===== src/hw/rtl/ole_pkg.sv =====
// ----------------------------------------------------------------------------
// Ordered list engine package
// Shared command codes, transaction structs and default sizes.
// ----------------------------------------------------------------------------
package ole_pkg;

    // Field widths of the command and result transactions.
    localparam int CMD_W = 3;
    localparam int POS_W = 7;
    localparam int VAL_W = 32;
    localparam int CNT_W = 7;

    // Default sizes of the list store.
    localparam int DEF_CAPACITY    = 64;
    localparam int DEF_VALUE_WIDTH = 32;

    // Command codes.
    localparam logic [CMD_W-1:0] CMD_INSERT = 3'd0;
    localparam logic [CMD_W-1:0] CMD_REMOVE = 3'd1;
    localparam logic [CMD_W-1:0] CMD_FIND   = 3'd2;
    localparam logic [CMD_W-1:0] CMD_READ   = 3'd3;
    localparam logic [CMD_W-1:0] CMD_CLEAR  = 3'd4;

    // Command transaction.
    typedef struct packed {
        logic [CMD_W-1:0] command;
        logic [POS_W-1:0] position;
        logic [VAL_W-1:0] value;
    } t_cmd_s;

    // Result transaction.
    typedef struct packed {
        logic             ok;
        logic [VAL_W-1:0] read_value;
        logic [CNT_W-1:0] entry_count;
    } t_res_s;

endpackage


===== src/hw/rtl/ordered_list_engine_core.sv =====
// ----------------------------------------------------------------------------
// Ordered list engine core
// Bounded ordered list in a single-port-write memory, walked one entry per
// cycle by a small sequencer for insert, remove, membership and read.
// ----------------------------------------------------------------------------
//
//  Channel   Signals                  Direction  Handshake
//  command   start, busy, i_cmd       in         taken when start && !busy
//  result    o_valid, o_result        out        one-cycle strobe, no stall
//
// Clear, failed inserts and reads, and unknown codes finish in the accepting
// cycle. Insert shifts entries up from the top down to the position, remove
// searches from the front and then closes the gap, membership searches, and
// read waits for the registered read port.
// The memory has one write and one registered read port, so shifting and
// searching move one entry per cycle. For all other commands,
// busy is high from the cycle after acceptance and falls in the cycle that
// carries the result strobe. Reset is synchronous and needs no clearing
// pass: only entries below the count are ever read.

module ordered_list_engine_core #(
    parameter int CAPACITY    = ole_pkg::DEF_CAPACITY,
    parameter int VALUE_WIDTH = ole_pkg::DEF_VALUE_WIDTH
) (
    input  logic            i_clk,
    input  logic            i_rst_n,
    input  logic            start,
    input  ole_pkg::t_cmd_s i_cmd,
    output logic            busy,
    output logic            o_valid,
    output ole_pkg::t_res_s o_result
);

    // Derived sizes.
    localparam int KW = (VALUE_WIDTH < ole_pkg::VAL_W) ? VALUE_WIDTH : ole_pkg::VAL_W;
    localparam int AW = (CAPACITY > 1) ? $clog2(CAPACITY) : 1;
    localparam int CW = $clog2(CAPACITY + 1);
    localparam int XW = ((CW > ole_pkg::POS_W) ? CW : ole_pkg::POS_W) + 1;

    // Sequencer states.
    localparam logic [2:0] S_IDLE      = 3'd0;
    localparam logic [2:0] S_INS_SHIFT = 3'd1;
    localparam logic [2:0] S_INS_PUT   = 3'd2;
    localparam logic [2:0] S_SEARCH    = 3'd3;
    localparam logic [2:0] S_DEL_SHIFT = 3'd4;
    localparam logic [2:0] S_RD_WAIT   = 3'd5;

    logic [2:0]      r_state, n_state;
    logic            r_op_del, n_op_del;
    logic [KW-1:0]   r_key, n_key;
    logic [AW-1:0]   r_tgt, n_tgt;
    logic [CW-1:0]   r_idx, n_idx;
    logic            r_pend, n_pend;
    logic [AW-1:0]   r_wr_addr, n_wr_addr;
    logic            r_cmp_valid, n_cmp_valid;
    logic [AW-1:0]   r_cmp_idx, n_cmp_idx;
    logic [CW-1:0]   r_count, n_count;
    logic            r_valid, n_valid;
    ole_pkg::t_res_s r_res, n_res;

    // Memory and its ports.
    logic [KW-1:0]   mem [CAPACITY];
    logic [KW-1:0]   r_rd_data;
    logic            mem_we;
    logic [AW-1:0]   mem_wa;
    logic [KW-1:0]   mem_wd;
    logic            mem_re;
    logic [AW-1:0]   mem_ra;

    // Helpers.
    logic            accept;
    logic [XW-1:0]   pos_x;
    logic [XW-1:0]   cnt_x;
    logic            hit;
    logic            fin;
    logic            fin_ok;
    logic [KW-1:0]   fin_rd;

    assign accept = start && !busy;
    assign pos_x  = XW'(i_cmd.position);
    assign cnt_x  = XW'(r_count);
    assign hit    = r_cmp_valid && (r_rd_data == r_key);

    // Sequencer next-state logic.
    always_comb begin
        n_state     = r_state;
        n_op_del    = r_op_del;
        n_key       = r_key;
        n_tgt       = r_tgt;
        n_idx       = r_idx;
        n_pend      = r_pend;
        n_wr_addr   = r_wr_addr;
        n_cmp_valid = r_cmp_valid;
        n_cmp_idx   = r_cmp_idx;
        n_count     = r_count;
        n_valid     = 1'b0;
        n_res       = r_res;
        mem_we      = 1'b0;
        mem_wa      = r_wr_addr;
        mem_wd      = r_rd_data;
        mem_re      = 1'b0;
        mem_ra      = r_idx[AW-1:0];
        fin         = 1'b0;
        fin_ok      = 1'b0;
        fin_rd      = '0;

        case (r_state)
            S_IDLE: begin
                if (accept) begin
                    n_key = i_cmd.value[KW-1:0];
                    case (i_cmd.command)
                        ole_pkg::CMD_INSERT: begin
                            if (cnt_x < XW'(CAPACITY) && pos_x != '0 &&
                                pos_x <= cnt_x + XW'(1)) begin
                                n_idx   = r_count;
                                n_tgt   = AW'(pos_x - XW'(1));
                                n_pend  = 1'b0;
                                n_state = S_INS_SHIFT;
                            end else begin
                                fin = 1'b1;
                            end
                        end
                        ole_pkg::CMD_REMOVE, ole_pkg::CMD_FIND: begin
                            n_op_del    = (i_cmd.command == ole_pkg::CMD_REMOVE);
                            n_idx       = '0;
                            n_cmp_valid = 1'b0;
                            n_state     = S_SEARCH;
                        end
                        ole_pkg::CMD_READ: begin
                            if (pos_x != '0 && pos_x <= cnt_x) begin
                                mem_re  = 1'b1;
                                mem_ra  = AW'(pos_x - XW'(1));
                                n_state = S_RD_WAIT;
                            end else begin
                                fin = 1'b1;
                            end
                        end
                        ole_pkg::CMD_CLEAR: begin
                            n_count = '0;
                            fin     = 1'b1;
                            fin_ok  = 1'b1;
                        end
                        default: begin
                            fin = 1'b1;
                        end
                    endcase
                end
            end

            // Move entries up one place, from the top down to the target.
            S_INS_SHIFT: begin
                mem_we = r_pend;
                if (XW'(r_idx) > XW'(r_tgt)) begin
                    mem_re    = 1'b1;
                    mem_ra    = AW'(r_idx - CW'(1));
                    n_pend    = 1'b1;
                    n_wr_addr = r_idx[AW-1:0];
                    n_idx     = r_idx - CW'(1);
                end else begin
                    n_pend  = 1'b0;
                    n_state = S_INS_PUT;
                end
            end

            // Drop the new value into the opened slot.
            S_INS_PUT: begin
                mem_we  = 1'b1;
                mem_wa  = r_tgt;
                mem_wd  = r_key;
                n_count = r_count + CW'(1);
                fin     = 1'b1;
                fin_ok  = 1'b1;
            end

            // Walk the list, comparing each registered read against the key.
            S_SEARCH: begin
                if (hit) begin
                    if (r_op_del) begin
                        n_idx       = CW'(r_cmp_idx) + CW'(1);
                        n_pend      = 1'b0;
                        n_cmp_valid = 1'b0;
                        n_state     = S_DEL_SHIFT;
                    end else begin
                        n_cmp_valid = 1'b0;
                        fin         = 1'b1;
                        fin_ok      = 1'b1;
                    end
                end else if (!r_cmp_valid && r_idx >= r_count) begin
                    fin = 1'b1;
                end else if (r_idx < r_count) begin
                    mem_re      = 1'b1;
                    mem_ra      = r_idx[AW-1:0];
                    n_cmp_valid = 1'b1;
                    n_cmp_idx   = r_idx[AW-1:0];
                    n_idx       = r_idx + CW'(1);
                end else begin
                    n_cmp_valid = 1'b0;
                end
            end

            // Close the gap by moving later entries down one place.
            S_DEL_SHIFT: begin
                mem_we = r_pend;
                if (r_idx < r_count) begin
                    mem_re    = 1'b1;
                    mem_ra    = r_idx[AW-1:0];
                    n_pend    = 1'b1;
                    n_wr_addr = AW'(r_idx - CW'(1));
                    n_idx     = r_idx + CW'(1);
                end else begin
                    n_pend  = 1'b0;
                    n_count = r_count - CW'(1);
                    fin     = 1'b1;
                    fin_ok  = 1'b1;
                end
            end

            S_RD_WAIT: begin
                fin    = 1'b1;
                fin_ok = 1'b1;
                fin_rd = r_rd_data;
            end

            default: begin
                n_state = S_IDLE;
            end
        endcase

        // Load the result register and return to idle.
        if (fin) begin
            n_valid           = 1'b1;
            n_res.ok          = fin_ok;
            n_res.read_value  = ole_pkg::VAL_W'(fin_rd);
            n_res.entry_count = ole_pkg::CNT_W'(n_count);
            n_state           = S_IDLE;
        end
    end

    // Control registers.
    always_ff @(posedge i_clk) begin
        if (!i_rst_n) begin
            r_state     <= S_IDLE;
            r_pend      <= 1'b0;
            r_cmp_valid <= 1'b0;
            r_count     <= '0;
            r_valid     <= 1'b0;
        end else begin
            r_state     <= n_state;
            r_pend      <= n_pend;
            r_cmp_valid <= n_cmp_valid;
            r_count     <= n_count;
            r_valid     <= n_valid;
        end
    end

    // Payload registers.
    always_ff @(posedge i_clk) begin
        r_op_del  <= n_op_del;
        r_key     <= n_key;
        r_tgt     <= n_tgt;
        r_idx     <= n_idx;
        r_wr_addr <= n_wr_addr;
        r_cmp_idx <= n_cmp_idx;
        r_res     <= n_res;
    end

    // List memory with registered read data.
    always_ff @(posedge i_clk) begin
        if (mem_we) begin
            mem[mem_wa] <= mem_wd;
        end
        if (mem_re) begin
            r_rd_data <= mem[mem_ra];
        end
    end

    assign busy     = (r_state != S_IDLE);
    assign o_valid  = r_valid;
    assign o_result = r_res;

`ifndef SYNTHESIS
    // The count never exceeds the store size.
    a_count_bound: assert property (@(posedge i_clk) disable iff (!i_rst_n)
        XW'(r_count) <= XW'(CAPACITY))
        else $error("entry count above capacity");

    // A result is only presented once the sequencer is back in idle.
    a_valid_idle: assert property (@(posedge i_clk) disable iff (!i_rst_n)
        o_valid |-> !busy)
        else $error("result strobe while busy");

    // The count only moves together with a result.
    a_count_with_result: assert property (@(posedge i_clk) disable iff (!i_rst_n)
        ($past(i_rst_n) && r_count != $past(r_count)) |-> o_valid)
        else $error("count changed without a result");

    // A pending shift write only exists inside a shift phase.
    a_pend_in_shift: assert property (@(posedge i_clk) disable iff (!i_rst_n)
        r_pend |-> (r_state == S_INS_SHIFT || r_state == S_DEL_SHIFT))
        else $error("shift write pending outside a shift phase");
`endif

endmodule


===== config.mk =====
export PLATFORM = sky130hd
export DESIGN_NAME = ordered_list_engine_core
export DESIGN_NICKNAME = d
export VERILOG_FILES = /design/src/hw/rtl/ole_pkg.sv /design/src/hw/rtl/ordered_list_engine_core.sv
export SDC_FILE = /design/constraint.sdc
export NUM_CORES = 2
export LEC_CHECK = 0
export BUFFER_PORTS_ARGS = -buffer_cell sky130_fd_sc_hd__buf_2
export CAP_MARGIN = 20
export CORE_ASPECT_RATIO = 2
export CORE_UTILIZATION = 60
export DETAILED_ROUTE_END_ITERATION = 6
export PLACE_DENSITY = 0.76
export SETUP_SLACK_MARGIN = 0.02
export SYNTH_ARGS = -nofsm -noshare
export SYNTH_HDL_FRONTEND = slang
export SYNTH_SLANG_ARGS = --single-unit

===== constraint.sdc =====
create_clock -name i_clk -period 5.1 [get_ports i_clk]
set_clock_uncertainty 0.15 [all_clocks]
set_input_delay 0.255 -clock i_clk [delete_from_list [all_inputs] [get_ports i_clk]]
set_output_delay 0.255 -clock i_clk [all_outputs]
set_load 0.02 [all_outputs]

==> impl_metrics.toml <==
[status]
status = "complete, no violations"

[floorplanning]
std_cell_rows = 198
core-area_um2 = 145000
initial_core_util_pct = 60.5
die_w_um = 273
design.die.area_um2 = 148000
vertical_extent_of_the_die_um = 543
io_pins = 87

[worst_setup_path]
slowest_delay_ps = 640
critPathLaunchType = "flip-flop"
path_class = "flip-flop to flip-flop"
crit_cells = 15
worstPathArrival_ps = 5370
worst-r2r-setup-slack_ps = 100
cp_cell_sequence = "inv_1, ha_1, nand4b_1, a21oi_1, o21ai_1, o32a_1, o311a_4, buf_12, nor2_4, buf_12, buf_4, a32oi_1, nand4_1, nand4_1, or4_1"
critPathCaptureType = "flip-flop"
crit_family = "simple AND/OR/NAND/NOR gates"
cp_slowest_cell = "or4_1"
critical_path_required_ps = 5460
reg2reg_depth = 15
number_of_buffer_and_inverter_instances_along_the_worst_setup_path = 4
cp_max_fanout = 28

[logic_synthesis]
synth_cells = 6203
yosysUniqueCellTypes = 84
synth_area_um2 = 88000
yosys_warnings = 0
predominant_post_synthesis_flop_cell = "edfxtp_1"
synth_edf_count = 2178
synth_seq_area_share_pct = 74.7
synthArstFlopShare_pct = 0
yosys_register_bits = 2191
syn_area_per_cell_um2 = 14.2
synth_fp_nets = 6282

[layout]
fin_area_um2 = 101000
final_layout_size_suffix_gt1_share_pct = 13.7
area.growth.synth_to_final_pct = 15.0
finish.net_count = 6675
finish.cell_count_without_fillers = 8637
finish.utilization_pct = 69.5

[timing]
post-route-period-util_pct = 98.1
max-slew-margin-rel_pct = 24.5
finalSetupViolCount = 0
worst_pin_slew_ps = 1130
totalNegativeSetupSlack_ps = 0
hold_viol_final = 0
clock.fmax_mhz = 200
hold_ws_ps = 45.8
setup_repair_after_global_routing_missed_its_margin = "no"
fin_crit_ps = 5000
report.final.slew_viol_count = 0

[route]
detail-route-antenna-nets = 0
routed-via-count = 58300
remaining_drc_errors = 0
detail_route.wirelength_mm = 279
drt-vias-per-instance = 6.74
drt_first_iter_violations = 8226
routedWlPerCell_um = 32.3
drtPass1Iterations = 6

[clock_tree]
postCtsSetupBuffers = 0
master_cell_of_the_clock_root_buffer = "clkbuf_16"
cts_htree_levels = 4
cts_made_buffers = 182
cts_tree = "yes"
clk-insertion-delay-late_ps = 830
clk_path_buf_depth = 4
worst_setup_hold_path_clk_slew_ps = 70
cts_num_sinks = 2191

[global_routing]
first_global_vias = 57200
grtUsageTotal_pct = 37.8
grt_antenna_before_repair = 16
grt_start_max_net_pins = 94
global_route_wire_length_before_repair_mm = 394
global_route.overflow_total = 0

[hold_path]
timing.hold.worst.class = "primary input to flip-flop"
holdPathStages = 2

[placement]
hpwl_mm = 171
dpl_cell_area_um2 = 94500
place.detailed.instances = 8232
gpl.final_weighted_congestion = 0.963
place.port_buffers = 86

[run]
max-cap-violations = 0

[power_and_ir_drop]
p_per_area_nw_per_um2 = 415
worst_ir_drop_vdd_v = 0.000352
cellLeakagePower_nw = 35.0
## layout make-up
type,instances,area (µm²)
antenna,9,22.5
clock buffer,215,4720
clock inverter,101,997
fill,9068,44300
inverter,38,143
multi-input combinational,3587,21000
sequential,2191,65700
tap,1900,2380
timing repair buffer,596,6250
## kinds of logic after synthesis
logic type | share of synthesized area, %
and+or+nand+nor | 12.2
DFF | 74.7
AOI/OAI and AO/OA | 6.27
buffers and inverters | 2.30
muxes | 3.47
xor gates and xnor gates | 0.647
adders and majority gates | 0.484
## synthesized netlist by cell type (9+ instances only)
library cell     n  area, µm²
buf_2          194        971
o21ai_1          9       45.0
xnor2_1         49        429
and2_1          20        125
a22o_1          80        701
nor3_1          16       80.1
a211oi_1        36        270
edfxtp_1      2178      65400
a31oi_1         31        194
xor2_1          16        140
inv_1           37        139
nand3_1        480       2400
a311oi_1        31        272
clkbuf_1       119        447
dfxtp_1         13        260
and4_1          10       87.6
ha_1            34        425
and3_1         121        757
buf_4           35        263
nand4_1        117        732
buf_1           32        120
nor4_1          16        100
a221oi_1        21        184
o21ai_0         36        180
a311o_1         12        120
or3_1           10       62.6
a22oi_1         71        533
nor2_1         103        387
o31ai_1         17        128
or4_1           16        120
a32oi_1         83        727
nand2_1       1457       5470
a21oi_1        230       1150
mux2i_1        298       2980
o22ai_1         31        194
## placed cells by master (no fill, tap or decap), types with 33 or more instances in the layout
cell type	Yosys	final
a211oi_1	36	36
a21oi_1	230	230
a22o_1	80	80
a22oi_1	71	71
a32oi_1	83	83
and3_1	121	120
buf_12	0	139
buf_2	194	86
buf_4	35	296
clkbuf_16	0	184
clkinv_1	0	34
clkinv_2	0	35
dlygate4sd3_1	0	70
edfxtp_1	2178	2178
ha_1	34	34
inv_1	37	35
mux2i_1	298	298
nand2_1	1457	1424
nand2_2	0	33
nand3_1	480	480
nand4_1	117	117
nor2_4	2	73
o21ai_0	36	34
xnor2_1	49	49
## sequential cells by signal, indices dropped and copies added, names as in the netlist
register	count
mem	2048
r_state	3
r_pend	1
o_result	40
r_idx	7
r_key	32
r_cmp_valid	1
r_wr_addr	6
r_tgt	6
r_rd_data	32
o_valid	1
r_op_del	1
r_count	7
r_cmp_idx	6
## layer usage
| layer | routed length (µm) | vias up | GRT usage [%] |
|---|---|---|---|
| met5 | 50 | - | 0 |
| met4 | 29600 | 8 | 33.0 |
| met3 | 30900 | 1187 | 6.92 |
| met2 | 134000 | 4298 | 62.0 |
| met1 | 84600 | 28600 | 42.4 |
| li1 | - | 24200 | - |
## through the flow
step                power (mW)  worst slack (ps)
CTS                       41.7              99.9
detailed placement        28.2               130
global placement          27.9              -133
floorplan                 25.1              1350
global route              42.9              62.6
finish                    42.0              97.1
## what timing repair did
item,in CTS,in global routing
endpoints found under the setup margin,0,5
hold endpoints to repair,55,0
hold buffers,70,0
resized for setup,0,3
## report_power, final
group / switching, mW / internal, mW / total, mW
Sequential: 0.165 / 20.6 / 20.8
Clock: 6.29 / 7.58 / 13.9
Combinational: 5.00 / 2.32 / 7.32
Total: 11.5 / 30.5 / 42.0
## worst paths after layout
| kind | start | to |
|---|---|---|
| worst max-delay path | r_tgt[5]$_DFFE_PP_ | r_rd_data[31]$_DFFE_PP_ |
| worst min-delay path | i_cmd[26] | r_key[26]$_DFFE_PP_ |
| worst max register to register | r_tgt[5]$_DFFE_PP_ | r_rd_data[31]$_DFFE_PP_ |
| worst min register to register | r_pend$_SDFFE_PN0P_ | r_pend$_SDFFE_PN0P_ |
(Power assumes the default switching activity.)
